--- config.mk ---
export PLATFORM = sky130hd
export DESIGN_NAME = utf16_to_utf8_stream_converter
export DESIGN_NICKNAME = d
export VERILOG_FILES = /design/src/design/u16u8_pkg.sv /design/src/design/u16u8_front.sv /design/src/design/u16u8_queue.sv /design/src/design/u16u8_back.sv /design/src/design/utf16_to_utf8_stream_converter.sv
export SDC_FILE = /design/constraint.sdc
export NUM_CORES = 1
export LEC_CHECK = 0
export BUFFER_PORTS_ARGS = -buffer_cell sky130_fd_sc_hd__buf_2
export CAP_MARGIN = 20
export CORE_MARGIN = 2
export CORE_UTILIZATION = 45
export DETAILED_ROUTE_END_ITERATION = 12
export SLEW_MARGIN = 20
export SYNTH_ARGS = -nofsm -noshare
export SYNTH_HDL_FRONTEND = slang
export SYNTH_SLANG_ARGS = --single-unit
--- constraint.sdc ---
create_clock -name clk -period 5.45 [get_ports clk]
set_input_delay 0.8175 -clock clk [delete_from_list [all_inputs] [get_ports clk]]
set_output_delay 0.8175 -clock clk [all_outputs]
set_load 0.05 [all_outputs]
--- src/design/u16u8_pkg.sv ---
`default_nettype none
package u16u8_pkg;

	// Result status codes.
	localparam logic [1:0] ST_DATA = 2'd0;
	localparam logic [1:0] ST_OK   = 2'd1;
	localparam logic [1:0] ST_BAD  = 2'd2;
	localparam logic [1:0] ST_LONG = 2'd3;

	// Register indexes on the configuration port.
	localparam logic CFG_LITTLE_ENDIAN = 1'b0;
	localparam logic CFG_MAX_OUT_BYTES = 1'b1;

	// Upper six bits of a code unit that mark the surrogate halves.
	localparam logic [5:0] HIGH_SURR_TAG = 6'b110110;
	localparam logic [5:0] LOW_SURR_TAG  = 6'b110111;

	// Code points above the basic plane start here.
	localparam logic [20:0] SUPP_BASE = 21'h10000;

	// Upper bounds of the one, two and three byte ranges.
	localparam logic [20:0] CP_LIM_1 = 21'h80;
	localparam logic [20:0] CP_LIM_2 = 21'h800;
	localparam logic [20:0] CP_LIM_3 = 21'h10000;

	// The byte count is eight bits wide, so no string may reach this length.
	localparam int LEN_CAP = 256;

	// Entries in the job queue between the classifier and the emitter.
	localparam int QDEPTH = 2;

	// One classified code unit: up to four data bytes and an optional closing item.
	typedef struct packed {
		logic [3:0][7:0] data_bytes;
		logic [2:0]      n_data;
		logic            has_close;
		logic [1:0]      close_status;
		logic [7:0]      base_len;
	} job_t;

endpackage
`default_nettype wire

--- src/design/u16u8_front.sv ---
`default_nettype none
module u16u8_front #(
	parameter int NAME_LIMIT = 256
) (
	input  wire logic              clk,
	input  wire logic              arst_n,
	input  wire logic              little_endian,
	input  wire logic [15:0]       max_out_bytes,
	input  wire logic              in_fire,
	input  wire logic [15:0]       code_unit,
	input  wire logic              last_unit,
	output logic                   push,
	output u16u8_pkg::job_t        job
);

	localparam logic [8:0] LIM_CAP =
		9'((NAME_LIMIT < u16u8_pkg::LEN_CAP) ? NAME_LIMIT : u16u8_pkg::LEN_CAP);

	logic [9:0]  pend_bits_q;
	logic        pend_valid_q;
	logic [7:0]  bw_q;
	logic        disc_q;

	logic [9:0]  pend_bits_d;
	logic        pend_valid_d;
	logic [7:0]  bw_d;
	logic        disc_d;

	logic [15:0] v;
	logic        is_low;
	logic        is_high;
	logic [20:0] cp;
	logic [2:0]  len;
	logic [8:0]  sum;
	logic [8:0]  limit;
	logic [3:0][7:0] enc;

	always_comb begin
		v       = little_endian ? {code_unit[7:0], code_unit[15:8]} : code_unit;
		is_low  = (v[15:10] == u16u8_pkg::LOW_SURR_TAG);
		is_high = (v[15:10] == u16u8_pkg::HIGH_SURR_TAG);
		cp      = pend_valid_q ? ({1'b0, pend_bits_q, v[9:0]} + u16u8_pkg::SUPP_BASE)
			: {5'd0, v};

		if (cp < u16u8_pkg::CP_LIM_1) begin
			len = 3'd1;
		end else if (cp < u16u8_pkg::CP_LIM_2) begin
			len = 3'd2;
		end else if (cp < u16u8_pkg::CP_LIM_3) begin
			len = 3'd3;
		end else begin
			len = 3'd4;
		end

		sum   = {1'b0, bw_q} + {6'd0, len};
		limit = (max_out_bytes < {7'd0, LIM_CAP}) ? max_out_bytes[8:0] : LIM_CAP;

		enc = '0;
		case (len)
			3'd1: begin
				enc[0] = cp[7:0];
			end
			3'd2: begin
				enc[0] = {3'b110, cp[10:6]};
				enc[1] = {2'b10, cp[5:0]};
			end
			3'd3: begin
				enc[0] = {4'b1110, cp[15:12]};
				enc[1] = {2'b10, cp[11:6]};
				enc[2] = {2'b10, cp[5:0]};
			end
			default: begin
				enc[0] = {5'b11110, cp[20:18]};
				enc[1] = {2'b10, cp[17:12]};
				enc[2] = {2'b10, cp[11:6]};
				enc[3] = {2'b10, cp[5:0]};
			end
		endcase

		push         = 1'b0;
		job          = '0;
		job.base_len = bw_q;
		pend_bits_d  = pend_bits_q;
		pend_valid_d = pend_valid_q;
		bw_d         = bw_q;
		disc_d       = disc_q;

		if (in_fire) begin
			if (disc_q) begin
				if (last_unit) begin
					disc_d = 1'b0;
				end
			end else if ((max_out_bytes == 16'd0) || (pend_valid_q && !is_low) ||
					(!pend_valid_q && is_low) ||
					(!pend_valid_q && is_high && last_unit)) begin
				push             = 1'b1;
				job.has_close    = 1'b1;
				job.close_status = u16u8_pkg::ST_BAD;
				pend_bits_d      = '0;
				pend_valid_d     = 1'b0;
				bw_d             = '0;
				disc_d           = !last_unit;
			end else if (!pend_valid_q && is_high) begin
				pend_bits_d  = v[9:0];
				pend_valid_d = 1'b1;
			end else if (sum >= limit) begin
				push             = 1'b1;
				job.has_close    = 1'b1;
				job.close_status = u16u8_pkg::ST_LONG;
				pend_bits_d      = '0;
				pend_valid_d     = 1'b0;
				bw_d             = '0;
				disc_d           = !last_unit;
			end else begin
				push             = 1'b1;
				job.data_bytes   = enc;
				job.n_data       = len;
				job.has_close    = last_unit;
				job.close_status = u16u8_pkg::ST_OK;
				pend_bits_d      = '0;
				pend_valid_d     = 1'b0;
				bw_d             = last_unit ? 8'd0 : sum[7:0];
			end
		end
	end

	always_ff @(posedge clk or negedge arst_n) begin
		if (!arst_n) begin
			pend_bits_q  <= '0;
			pend_valid_q <= 1'b0;
			bw_q         <= '0;
			disc_q       <= 1'b0;
		end else begin
			pend_bits_q  <= pend_bits_d;
			pend_valid_q <= pend_valid_d;
			bw_q         <= bw_d;
			disc_q       <= disc_d;
		end
	end

endmodule
`default_nettype wire

--- src/design/u16u8_queue.sv ---
`default_nettype none
module u16u8_queue (
	input  wire logic             clk,
	input  wire logic             arst_n,
	input  wire logic             push,
	input  wire u16u8_pkg::job_t  push_job,
	output logic                  full,
	input  wire logic             pop,
	output logic                  head_valid,
	output u16u8_pkg::job_t       head_job
);

	localparam int PW = (u16u8_pkg::QDEPTH > 1) ? $clog2(u16u8_pkg::QDEPTH) : 1;
	localparam int CW = $clog2(u16u8_pkg::QDEPTH + 1);

	u16u8_pkg::job_t entry_q [u16u8_pkg::QDEPTH];
	logic [PW-1:0]   wr_ptr_q;
	logic [PW-1:0]   rd_ptr_q;
	logic [CW-1:0]   count_q;

	assign full       = (count_q == CW'(u16u8_pkg::QDEPTH));
	assign head_valid = (count_q != '0);
	assign head_job   = entry_q[rd_ptr_q];

	always_ff @(posedge clk) begin
		if (push) begin
			entry_q[wr_ptr_q] <= push_job;
		end
	end

	always_ff @(posedge clk or negedge arst_n) begin
		if (!arst_n) begin
			wr_ptr_q <= '0;
			rd_ptr_q <= '0;
			count_q  <= '0;
		end else begin
			if (push) begin
				wr_ptr_q <= (wr_ptr_q == PW'(u16u8_pkg::QDEPTH - 1)) ? '0 : wr_ptr_q + 1'b1;
			end
			if (pop) begin
				rd_ptr_q <= (rd_ptr_q == PW'(u16u8_pkg::QDEPTH - 1)) ? '0 : rd_ptr_q + 1'b1;
			end
			if (push && !pop) begin
				count_q <= count_q + 1'b1;
			end else if (pop && !push) begin
				count_q <= count_q - 1'b1;
			end
		end
	end

endmodule
`default_nettype wire

--- src/design/u16u8_back.sv ---
`default_nettype none
module u16u8_back (
	input  wire logic             clk,
	input  wire logic             arst_n,
	input  wire logic             head_valid,
	input  wire u16u8_pkg::job_t  head_job,
	output logic                  pop,
	output logic                  out_valid,
	input  wire logic             out_ready,
	output logic [7:0]            out_byte,
	output logic [1:0]            status,
	output logic [7:0]            out_length,
	output logic                  last_of_run
);

	logic [2:0] idx_q;
	logic       out_valid_q;
	logic [7:0] byte_q;
	logic [1:0] status_q;
	logic [7:0] len_q;
	logic       last_q;

	logic       load;
	logic [2:0] total;
	logic       is_final;
	logic       is_data;
	logic [7:0] nxt_byte;
	logic [1:0] nxt_status;
	logic [7:0] nxt_len;

	always_comb begin
		total    = head_job.n_data + {2'd0, head_job.has_close};
		is_final = ((idx_q + 3'd1) == total);
		is_data  = (idx_q < head_job.n_data);
		load     = head_valid && (!out_valid_q || out_ready);
		pop      = load && is_final;
		if (is_data) begin
			nxt_byte   = head_job.data_bytes[idx_q[1:0]];
			nxt_status = u16u8_pkg::ST_DATA;
			nxt_len    = head_job.base_len + {5'd0, idx_q} + 8'd1;
		end else begin
			nxt_byte   = 8'd0;
			nxt_status = head_job.close_status;
			nxt_len    = head_job.base_len + {5'd0, head_job.n_data};
		end
	end

	always_ff @(posedge clk) begin
		if (load) begin
			byte_q   <= nxt_byte;
			status_q <= nxt_status;
			len_q    <= nxt_len;
			last_q   <= is_final;
		end
	end

	always_ff @(posedge clk or negedge arst_n) begin
		if (!arst_n) begin
			idx_q       <= '0;
			out_valid_q <= 1'b0;
		end else begin
			if (load) begin
				idx_q       <= is_final ? 3'd0 : idx_q + 3'd1;
				out_valid_q <= 1'b1;
			end else if (out_ready) begin
				out_valid_q <= 1'b0;
			end
		end
	end

	assign out_valid   = out_valid_q;
	assign out_byte    = byte_q;
	assign status      = status_q;
	assign out_length  = len_q;
	assign last_of_run = last_q;

endmodule
`default_nettype wire

--- src/design/utf16_to_utf8_stream_converter.sv ---
`default_nettype none
// UTF-16 to UTF-8 stream converter. Each input transfer carries one 16-bit code
// unit (first memory byte in bits 15:8) and a flag marking the last unit of a
// string; little_endian selects whether the two bytes are swapped before use.
// Surrogate pairs are joined into one code point, and every code point leaves as
// 1 to 4 UTF-8 data bytes, one output transfer each, with out_length counting the
// bytes of the string so far. The last unit of a string adds a closing transfer
// with a NUL byte, status 1 and the final length. A lone low surrogate, a high
// surrogate not followed by a low one, a high surrogate at the end of a string,
// or a zero max_out_bytes closes the string with status 2; output that would
// reach min(max_out_bytes, NAME_LIMIT, 256) bytes closes it with status 3. After
// either, the remaining units of that string produce nothing. last_of_run marks
// the final output transfer caused by an input unit; a held high surrogate and
// swallowed units cause none. Timing: the classifier takes one code unit per
// cycle while its two-entry job queue has room, and the output register sends
// one result per cycle while out_ready is high, so the output port sets the
// sustained rate. The first result of a unit passes through the job queue and
// then the output register before it is presented. Write the configuration
// registers only while the converter is idle.
module utf16_to_utf8_stream_converter #(
	parameter int NAME_LIMIT = 256
) (
	input  wire logic        clk,
	input  wire logic        arst_n,
	input  wire logic        cfg_we,
	input  wire logic        cfg_index,
	input  wire logic [15:0] cfg_wdata,
	input  wire logic        in_valid,
	output logic             in_ready,
	input  wire logic [15:0] code_unit,
	input  wire logic        last_unit,
	output logic             out_valid,
	input  wire logic        out_ready,
	output logic [7:0]       out_byte,
	output logic [1:0]       status,
	output logic [7:0]       out_length,
	output logic             last_of_run
);

	// Configuration registers, reset to little-endian and a 256-byte buffer.
	logic        little_endian_q;
	logic [15:0] max_out_bytes_q;

	always_ff @(posedge clk or negedge arst_n) begin
		if (!arst_n) begin
			little_endian_q <= 1'b1;
			max_out_bytes_q <= 16'd256;
		end else if (cfg_we) begin
			case (cfg_index)
				u16u8_pkg::CFG_LITTLE_ENDIAN: little_endian_q <= cfg_wdata[0];
				default:                      max_out_bytes_q <= cfg_wdata;
			endcase
		end
	end

	logic            q_full;
	logic            in_fire;
	logic            push;
	u16u8_pkg::job_t push_job;
	logic            pop;
	logic            head_valid;
	u16u8_pkg::job_t head_job;

	// The classifier commits its string state on every accepted unit, so it
	// only accepts when the queue can take whatever job the unit produces.
	assign in_ready = !q_full;
	assign in_fire  = in_valid && in_ready;

	u16u8_front #(
		.NAME_LIMIT(NAME_LIMIT)
	) u_front (
		.clk          (clk),
		.arst_n       (arst_n),
		.little_endian(little_endian_q),
		.max_out_bytes(max_out_bytes_q),
		.in_fire      (in_fire),
		.code_unit    (code_unit),
		.last_unit    (last_unit),
		.push         (push),
		.job          (push_job)
	);

	u16u8_queue u_queue (
		.clk       (clk),
		.arst_n    (arst_n),
		.push      (push),
		.push_job  (push_job),
		.full      (q_full),
		.pop       (pop),
		.head_valid(head_valid),
		.head_job  (head_job)
	);

	// The emitter walks each job into the output register one result per cycle while out_ready allows.
	u16u8_back u_back (
		.clk        (clk),
		.arst_n     (arst_n),
		.head_valid (head_valid),
		.head_job   (head_job),
		.pop        (pop),
		.out_valid  (out_valid),
		.out_ready  (out_ready),
		.out_byte   (out_byte),
		.status     (status),
		.out_length (out_length),
		.last_of_run(last_of_run)
	);

`ifndef ASSERT_OFF
	// A closing result always ends the run of its input unit.
	a_close_ends_run: assert property (@(posedge clk) disable iff (!arst_n)
		out_valid && (status != u16u8_pkg::ST_DATA) |-> last_of_run)
		else $error("closing result without last_of_run");

	// A data byte always counts at least itself.
	a_data_len: assert property (@(posedge clk) disable iff (!arst_n)
		out_valid && (status == u16u8_pkg::ST_DATA) |-> (out_length != 8'd0))
		else $error("data byte with zero length");

	// An empty queue never blocks the input.
	a_empty_ready: assert property (@(posedge clk) disable iff (!arst_n)
		!head_valid |-> in_ready)
		else $error("input stalled with an empty queue");

	// Only a job that is being emitted may be popped.
	a_pop_valid: assert property (@(posedge clk) disable iff (!arst_n)
		pop |-> head_valid && (!out_valid || out_ready))
		else $error("queue popped without a result load");
`endif

endmodule
`default_nettype wire

* Yosys cells after proc, flatten, opt, wreduce, memory -nomap -nowiden *
Memories as Yosys holds them, arrays and structs flattened.
Index checks and enable logic that the tools add are counted.

word-level totals
  flip-flop bits (word level) = 64
  RAM bits = 92
  bits of input ports = 39
  output and inout port bits = 21
  logic and storage cells = 120
  memories = 1

operators by class
  add/sub/neg operators = 11
  order comparisons = 7
  eq/ne operators = 8
  multiplexer cells = 46
  bitwise operators = 2
  reductions and logical operators = 30

memory list
  name             words  width  read ports  clocked after memory_dff  wr ports  RTL line           RTL
  u_queue.entry_q  2      46     1           0                         1         u16u8_queue.sv:16  u16u8_pkg::job_t entry_q [u16u8_pkg::QDEPTH];

operators by type and width
  operator                                              number
  two-way mux 38 bit                                    3
  two-way mux 35 bit                                    2
  two-way mux 8 bit                                     7
  one-hot mux 8 bit (3 select lines)                    2
  adder 20 x 17 -> 21 bit, second input constant        1
  < comparator 21 x 12 -> 1 bit, second input constant  1
  < comparator 21 x 17 -> 1 bit, second input constant  1
  < comparator 21 x 8 -> 1 bit, second input constant   1
  two-way mux 21 bit                                    1
  two-way mux 10 bit                                    2
  two-way mux 3 bit                                     6
  two-way mux 1 bit                                     17
  adder 8 x 3 -> 8 bit                                  2
  binary-select mux 8 bit (select 2 bit)                1
  logical NOT 16 bit                                    1
  < comparator 16 x 9 -> 1 bit, second input constant   1
  two-way mux 16 bit                                    1
  one-hot mux 8 bit (2 select lines)                    1
  == test 6 bit, second input constant                  2
  adder 8 x 3 -> 9 bit                                  1
  >= comparator 9 bit                                   1
  logical AND 1 bit                                     9
  two-way mux 9 bit                                     1
  adder 8 x 1 -> 8 bit, second input constant           1
  other kinds (21)                                      38

* Depth between registers and ports, before layout *
Gate-level depths: netlist (run 1).

  depth in word-level cells = 15
  depth in mapped cells = 21
  gate-level depth less buffers = 20

* Modules after synthesis *
Synthesis (run 1) repeated with hierarchy kept, for this count alone.

second synthesis, totals
  cells, all modules = 626
  area total of the unflattened synthesis = 8,129.0 µm²

by module, submodules not included
  module                          instances  cells each  area each (µm²)  sequential area each (µm²)
  u16u8_queue                     1          159         3,632.2          2,862.7
  u16u8_front                     1          309         2,313.5          500.5
  u16u8_back                      1          119         1,478.9          670.6
  utf16_to_utf8_stream_converter  1          39          704.4            427.9

* Least setup slack after synthesis (run 1) *
Ideal clock, no wire load.

  kind = input port to flip-flop
  from = input code_unit[6]
  to = register u_front.bw_q[1]
  setup time = 0.092 ns
  data arrival time = 4.661 ns
  data required time = 5.358 ns
  slack = 0.698 ns
  cell stages on the path = 18
  path buffers = 0
  cells stage by stage = mux2_2 > mux2i_1 > and4_1 > nand2b_1 > o21ai_0 > inv_1 > ha_1 > a21o_1 > a21oi_1 > nor2_1 > xor2_1 > ha_1 > a211o_1 > o211ai_1 > o311ai_1 > a221o_1 > or2_2 > o31ai_2

between the ends
  cells in the longest elaborated chain, start to end = 12
  elaborated cells between the ends (all ways) = 27
  those cells by class = add/sub: 2; order compare: 4; eq/ne: 3; mux: 9; reduce/logical: 9

ends and longest elaborated chain
  item                                                             RTL line                                RTL
  start: declaration                                               utf16_to_utf8_stream_converter.sv:30    input wire logic [15:0] code_unit,
  two-way mux 16 bit (*)                                           u16u8_front.sv:39                       v = little_endian ? {code_unit[7:0], code_unit[15:8]} : code_unit;
  adder 20 x 17 -> 21 bit                                          u16u8_front.sv:42                       cp = pend_valid_q ? ({1'b0, pend_bits_q, v[9:0]} + u16u8_pkg::SUPP_BASE)
  two-way mux 21 bit                                               u16u8_front.sv:42
  < comparator 21 x 17 -> 1 bit                                    u16u8_front.sv:49                       end else if (cp < u16u8_pkg::CP_LIM_3) begin
  two-way mux 3 bit                                                u16u8_front.sv:49
  two-way mux 3 bit                                                u16u8_front.sv:47                       end else if (cp < u16u8_pkg::CP_LIM_2) begin
  two-way mux 3 bit                                                u16u8_front.sv:45                       if (cp < u16u8_pkg::CP_LIM_1) begin
  adder 8 x 3 -> 9 bit                                             u16u8_front.sv:55                       sum = {1'b0, bw_q} + {6'd0, len};
  >= comparator 9 bit / two-way mux 8 bit (equally long branches)  u16u8_front.sv:106, u16u8_front.sv:122
  two-way mux 8 bit                                                u16u8_front.sv:106                      end else if (sum >= limit) begin
  two-way mux 8 bit                                                u16u8_front.sv:103                      end else if (!pend_valid_q && is_high) begin
  two-way mux 8 bit                                                u16u8_front.sv:93                       end else if ((max_out_bytes == 16'd0) || (pend_valid_q && !is_low) ||
  end signal: assignment                                           u16u8_front.sv:136                      bw_q <= bw_d;
  end: declaration                                                 u16u8_front.sv:21                       logic [7:0] bw_q;

Mark *: on every way between the ends. The rest lies on a longest branch, timed or not. The select of a mux whose other input is x is not followed.
A chain may end at the register's enable or synchronous reset.

==> results of run 1 <==
cells in the final DEF (no fill, tap or decap), types with 12 or more instances in the layout:
cell type	Yosys	layout
mux2i_1	32	31
xor2_1	12	12
a21oi_1	25	25
ha_1	25	25
clkbuf_16	0	17
nor2_1	55	54
o21ai_0	28	28
inv_1	21	21
dfrtp_1	43	43
mux2_2	28	28
buf_4	1	14
xnor2_1	14	14
nand2_1	46	46
mux4_2	14	14
edfxtp_1	105	105
buf_2	6	58
kinds of logic (layout without fill, tap and decap cells):
family,count (synthesis),count (layout)
mux,74,74
fa+ha+maj,28,28
xor+xnor,26,26
flops,150,150
simple gates,158,158
compound gates,112,112
buf+inv,46,126
area by class of cell:
type | instances | area [µm²]
clock buffer | 23 | 468
inverter | 22 | 87.6
timing repair buffer | 72 | 395
multi-input combinational | 398 | 3070
sequential | 150 | 4290
tap | 220 | 275
clock inverter | 9 | 151
fill | 1436 | 7740
through the flow:
| stage | utilization | area (µm²) | worst slack [ps] |
|---|---|---|---|
| 6_report | 0.530 | 8730 | 380 |
| 4_1_cts | 0.529 | 8710 | 310 |
| 2_1_floorplan | - | 7520 | 698 |
| 3_3_place_gp | 0.491 | 8090 | 431 |
| 3_5_place_dp | 0.491 | 8090 | 287 |
| 5_1_grt | 0.530 | 8730 | 2.77 |
power groups by stage:
stage	registers (mW)	clock network, mW	logic (mW)
3_3_place_gp	1.85	0	2.00
6_report	1.84	1.23	2.06
2_1_floorplan	2.03	0	1.36
5_1_grt	1.88	1.29	2.28
4_1_cts	1.84	1.25	2.06
3_5_place_dp	1.86	0	2.05
state kept, by name, indices dropped and copies added, names as in the netlist:
name                  count
u_queue.rd_ptr_q          1
u_front.pend_valid_q      1
little_endian_q           1
u_front.pend_bits_q      10
max_out_bytes_q          16
u_back.out_valid          1
u_queue.wr_ptr_q          1
u_front.bw_q              8
u_back.out_byte           8
u_back.out_length         8
u_queue.entry_q          86
u_back.last_of_run        1
u_front.disc_q            1
u_back.status             2
u_queue.count_q           2
u_back.idx_q              3
layer usage:
metal,vias up,share of wire
li1,2356,-
met1,2388,0.47
met2,133,0.46
met3,23,0.053
met4,0,0.013
met5,-,0
worst paths after layout:
kind                                   startpoint                      to  slack [ps]  cells past startpoint
hold / removal                             arst_n      max_out_bytes_q[6]         400                      1
max in group asynchronous                  arst_n  u_front.pend_bits_q[3]        4650                      1
setup reg to reg                  little_endian_q  u_queue.entry_q[1][16]         380                     18
hold reg to reg            u_front.pend_bits_q[2]  u_front.pend_bits_q[2]         490                      2
min in group clk           u_front.pend_bits_q[2]  u_front.pend_bits_q[2]         490                      2
setup / recovery                  little_endian_q  u_queue.entry_q[1][16]         380                     18
worst max-delay path: stages, from the launching register on:
cell	delay, ps
dfstp_4	750
mux2_2	370
mux2i_1	370
and4_1	300
nand2b_1	80
o21ai_0	250
inv_1	70
ha_1	270
a21o_1	170
a21oi_1	190
nor2_1	100
xor2_1	150
ha_1	230
a211o_1	280
o211ai_1	120
o311ai_2	180
a221o_1	340
buf_4	210
a311oi_1	380
==> flow_summary_export.csv, run 1 <==
group,metric,value,unit
clocking,cts_buffers,17,
timing,fin_setup_tns,0,ps
synthesis,ys_async_sr_fraction,0.300,
power,switchingPower,1.92,mW
grt,grt_max_degree,46,
synthesis,syn-num-nets,661,
grt,grt_util_met3,0.0483,
placement,port_buffers,59,
grt,use_met1,0.248,
route,dr.first_iter.drc_count,343,
critical_path,criticalPathCategory,"register to register",
grt,antenna_found_initial,0,
placement,place_hpwl,11200,µm
power,p_leak,3.50,nW
floorplan,die_y,133,µm
power,p_int,3.21,mW
synthesis,synth_fa_ha_area_frac,0.0496,
timing,fin_crit,5070,ps
route,wirelength,15500,µm
timing,finClkSkew,9.21,ps
synthesis,yosysTopAreaCell,"edfxtp_1",
power,ir_drop,0.000255,V
synthesis,synth-seq-cells,150,
flow_run,drv_cap,0,
finish,stdcell_count,894,
clocking,cts.sinks,150,
floorplan,die_w,133,µm
grt,grt_overflow,0,
finish,antenna_cells,0,
synthesis,synth.top_cell.area_share,0.419,
finish,area_growth,16.1,%
floorplan,std_cell_rows,47,
grt,grt_use_met2,0.290,
synthesis,synth.mux.area_fraction,0.126,
synthesis,avgSynthCellArea,12.7,µm²
route,num_vias,4900,
grt,grt_pass1_wl,25400,µm
synthesis,yosysWarnings,0,
synthesis,synth_compound_area_frac,0.0980,
synthesis,ys_seq_area_frac,0.569,
route,ant_nets,0,
power,p_clk_frac,0.240,
floorplan,floorplan.die_area,17800,µm²
hold_path,worst_hold_path_type,"input port to async pin",
status,status,"completed",
clocking,ctsHoldBuffers,0,
synthesis,syn_inst,594,
timing,whs,404,ps
synthesis,synthXorXnorAreaFrac,0.0303,
timing,fmax,197,MHz
synthesis,synth_top_family_by_area,"multiplexers",
critical_path,crit_fanout,23,
power,power_density,587,nW/µm²
placement,gp_congestion,0.844,
timing,setup_viol,0,
route,wl_per_cell,17.4,µm
timing,timing.final.crit_share,0.930,
floorplan,initial_core_util,0.457,
finish,nets,728,
clocking,post_cts_resized,0,
timing,tightest_slew,1030,ps
power,total_power,5.12,mW
timing,rsz0062_at_grt,"no",
power,seqPwrFrac,0.359,
clocking,clkLatencyLatePin,430,ps
synthesis,synthesis.area,7520,µm²
route,drt-pass1-iter-count,5,
critical_path,crit_arrival,5270,ps
clocking,cts_buffer_depth,2,
synthesis,synth_edf_count,105,
power,switching_share,0.374,
clocking,cts_tree,"done",
placement,dp.cells,862,
critical_path,critPathRequiredTime,5650,ps
synthesis,ys_types,62,
power,combPwrFrac,0.402,
critical_path,end_kind,"register",
synthesis,synth-simple-area-share,0.100,
timing,hold_viol,0,
synthesis,ys_top_cells_by_count,"edfxtp_1 (105), nor2_1 (55), nand2_1 (46), dfrtp_1 (43), mux2i_1 (32)",
grt,grt_pass1_vias,4967,
clocking,post-cts-setup-buffers,0,
synthesis,yosysMostFrequentCell,"edfxtp_1",
synthesis,yosys-top-cells-area,"edfxtp_1 (42%), dfrtp_1 (14%), mux2i_1 (4.3%)",
timing,relSlewSlack,0.315,
finish,post_route_cells_drive_above_1_share,0.236,
floorplan,io_pins,60,
synthesis,dominantRegCellSynth,"edfxtp_1",
route,drc,0,
critical_path,startpoint_type,"register",
floorplan,core_area,16500,µm²
clocking,cts_max_level,4,
route,viasPerCell,5.48,
timing,finalMaxSlewViolations,0,
clocking,cts_root_buf,"clkbuf_16",
grt,busiest_layer,"met2",
grt,grt_usage,0.183,
clocking,clk_pin_slew_worst_paths,60,ps
Power figures use the tool's default switching activity.
==> run 2: changes to the inputs <==
--- a/config.mk
+++ b/config.mk
@@ -8,7 +8,7 @@
 export BUFFER_PORTS_ARGS = -buffer_cell sky130_fd_sc_hd__buf_2
 export CAP_MARGIN = 20
 export CORE_MARGIN = 2
-export CORE_UTILIZATION = 45
+export CORE_UTILIZATION = 30
 export DETAILED_ROUTE_END_ITERATION = 12
 export SLEW_MARGIN = 20
 export SYNTH_ARGS = -nofsm -noshare
==> constraint.sdc (replaced) <==
create_clock -name clk -period 5.45 [get_ports clk]
set_input_delay 0.8175 -clock clk [delete_from_list [all_inputs] [get_ports clk]]
set_output_delay 0.8175 -clock clk [all_outputs]
set_load 0.01 [all_outputs]
==> run 2 against run 1 <==
Compared with the run above:
- fmax increased by 1.0%
- first-iteration DRC count is 1.2% lower
- via count shrank 1.3%
- die area is 48% higher
- sequential share of layout area fell by 0.87 points
- critical path type unchanged
- critical endpoint unchanged
- highest routed layer unchanged
==> flow_summary_export.csv, run 2 (synthesized netlist as in run 1, its figures left out) <==
group,metric,value,unit
timing,fin_setup_tns,0,ps
clocking,cts_buffers,17,
finish,post_route_cells_drive_above_1_share,0.244,
critical_path,crit_arrival,5220,ps
route,dr_wl_met3,844,µm
critical_path,end_kind,"register",
placement,port_buffers,59,
clocking,cts.sinks,150,
route,drt-pass1-iter-count,7,
timing,finalMaxSlewViolations,0,
critical_path,crit_chain,"mux2_2, mux2i_2, nand2_1, a21oi_1, ha_1, inv_1, fa_1, nor2b_1, o21a_1, xor2_1, ha_1, a211o_1, o211ai_1, o311ai_1, a221o_1, buf_4, a311oi_1",
flow_run,drv_cap,0,
power,ir_drop,0.000296,V
finish,largest-register,"u_queue.entry_q",
route,num_vias,4835,
floorplan,die_w,162,µm
critical_path,critPathRequiredTime,5650,ps
critical_path,slowest_delay,730,ps
grt,antenna_found_initial,0,
timing,whs,486,ps
critical_path,cpMaxStageDelayCell,"dfstp_4",
timing,hold_viol,0,
timing,setup_viol,0,
floorplan,initial_core_util,0.307,
floorplan,io_pins,60,
clocking,cts_max_level,4,
route,viasPerCell,4.83,
critical_path,r2r_setup_slack,430,ps
grt,grt_pass1_vias,4684,
status,status,"completed",
route,top_layer_used,"met4",
route,wirelength,15400,µm
timing,rsz0062_at_grt,"no",
timing,fmax,199,MHz
finish,area_growth,18.2,%
floorplan,std_cell_rows,57,
timing,tightest_slew,1060,ps
route,wl_per_cell,15.4,µm
route,ant_nets,0,
finish,largest_reg_flops,86,
power,p_leak,3.51,nW
critical_path,criticalPathCategory,"register to register",
clocking,ctsHoldBuffers,0,
finish,final_cell_mix,"edfxtp_1 (105), buf_2 (59), nor2_1 (54), nand2_1 (46), dfrtp_1 (42)",
timing,fin_crit,5020,ps
timing,finClkSkew,9.20,ps
power,power_density,553,nW/µm²
grt,grt_overflow,0,
clocking,cts_root_buf,"clkbuf_16",
critical_path,startpoint_type,"register",
timing,relSlewSlack,0.295,
clocking,cts_buffer_depth,2,
floorplan,floorplan.die_area,26300,µm²
route,wl_met1,8140,µm
finish,mostFrequentLayoutCell,"edfxtp_1",
grt,grt_pass1_wl,25100,µm
grt,grt_usage,0.122,
timing,timing.final.crit_share,0.921,
placement,gp_congestion,0.817,
critical_path,crit_top_cell,"ha_1",
critical_path,crit_fanout,18,
finish,largest_registers,"u_queue.entry_q (86), max_out_bytes_q (16), u_front.pend_bits_q (10)",
route,drc,0,
grt,grt_max_degree,46,
clocking,cts_tree,"done",
floorplan,core_area,24500,µm²
clocking,clkLatencyLatePin,420,ps
floorplan,die_y,162,µm
hold_path,worst_hold_path_type,"register to register",
route,met2_length,6340,µm
clocking,clk_pin_slew_worst_paths,60,ps
route,dr.first_iter.drc_count,339,
finish,antenna_cells,0,
finish,nets,731,
placement,place_hpwl,11000,µm
==> run 2: changes by cell type in the layout (fill, tap and decap cells not counted), sizes merged <==
cell | before | now
clkbuf | 23 | 18
inv | 21 | 25
buf | 72 | 75
clkinvlp | 0 | 3
clkinv | 6 | 4
==> run 2: what timing repair did <==
| action | 4_1_cts | 5_1_grt |
|---|---|---|
| endpoints found under the setup margin | 0 | 26 |
| gates resized for setup | 0 | 2 |
| buffers inserted | 0 | 0 |
| hold endpoints to repair | 0 | 0 |
==> run 2: worst paths after layout <==
check                      depth (start not counted)                     end                    from
max                                               17  u_queue.entry_q[1][16]         little_endian_q
min                                                2  u_front.pend_bits_q[1]  u_front.pend_bits_q[1]
max reg2reg                                       17  u_queue.entry_q[1][16]         little_endian_q
min reg2reg                                        2  u_front.pend_bits_q[1]  u_front.pend_bits_q[1]
max in group asynchronous                          2        u_queue.rd_ptr_q                  arst_n
min in group asynchronous                          2  u_front.pend_bits_q[5]                  arst_n
==> run 2: routing by layer <==
metal,up-vias,global-route usage
met1,2318,0.185
met5,-,0
met2,136,0.171
met4,0,0.0278
met3,10,0.0347
li1,2371,-
==> run 2: cell type report <==
| type | count | area [µm²] |
|---|---|---|
| flip-flops and latches | 150 | 4290 |
| well taps | 324 | 405 |
| clock buffers | 18 | 429 |
| inverters | 22 | 87.6 |
| fillers | 2392 | 15600 |
| clock inverters | 14 | 194 |
| multi-input cells | 398 | 3060 |
| repair buffers | 75 | 428 |
==> run 2: critical path, delay by kind of cell (launching register included) <==
kind                       cells  cell delay (ps)
muxes                          2              690
DFF                            1              730
adders and majority gates      3              850
AOI/OAI and AO/OA              7             1770
and+or+nand+nor                2              270
xor gates and xnor gates       1              190
buffers and inverters          2              290
==> run 2: power by group <==
group	switching, mW	total [mW]	internal (mW)
sequential	0.185	1.83	1.65
combinational	1.06	1.85	0.791
clock	0.465	1.24	0.770
==> run 2: stage by stage <==
stage | area, µm² | power [mW] | std cells | setup slack (ps) | utilization
floorplan | 7520 | 3.15 | 594 | 698 | -
global placement | 8240 | 3.69 | 968 | 337 | 0.337
detailed placement | 8240 | 3.71 | 968 | 200 | 0.337
CTS | 8860 | 4.96 | 1000 | 252 | 0.362
global route | 8890 | 5.26 | 1001 | 3.78 | 0.363
finish | 8890 | 4.92 | 1001 | 431 | 0.363
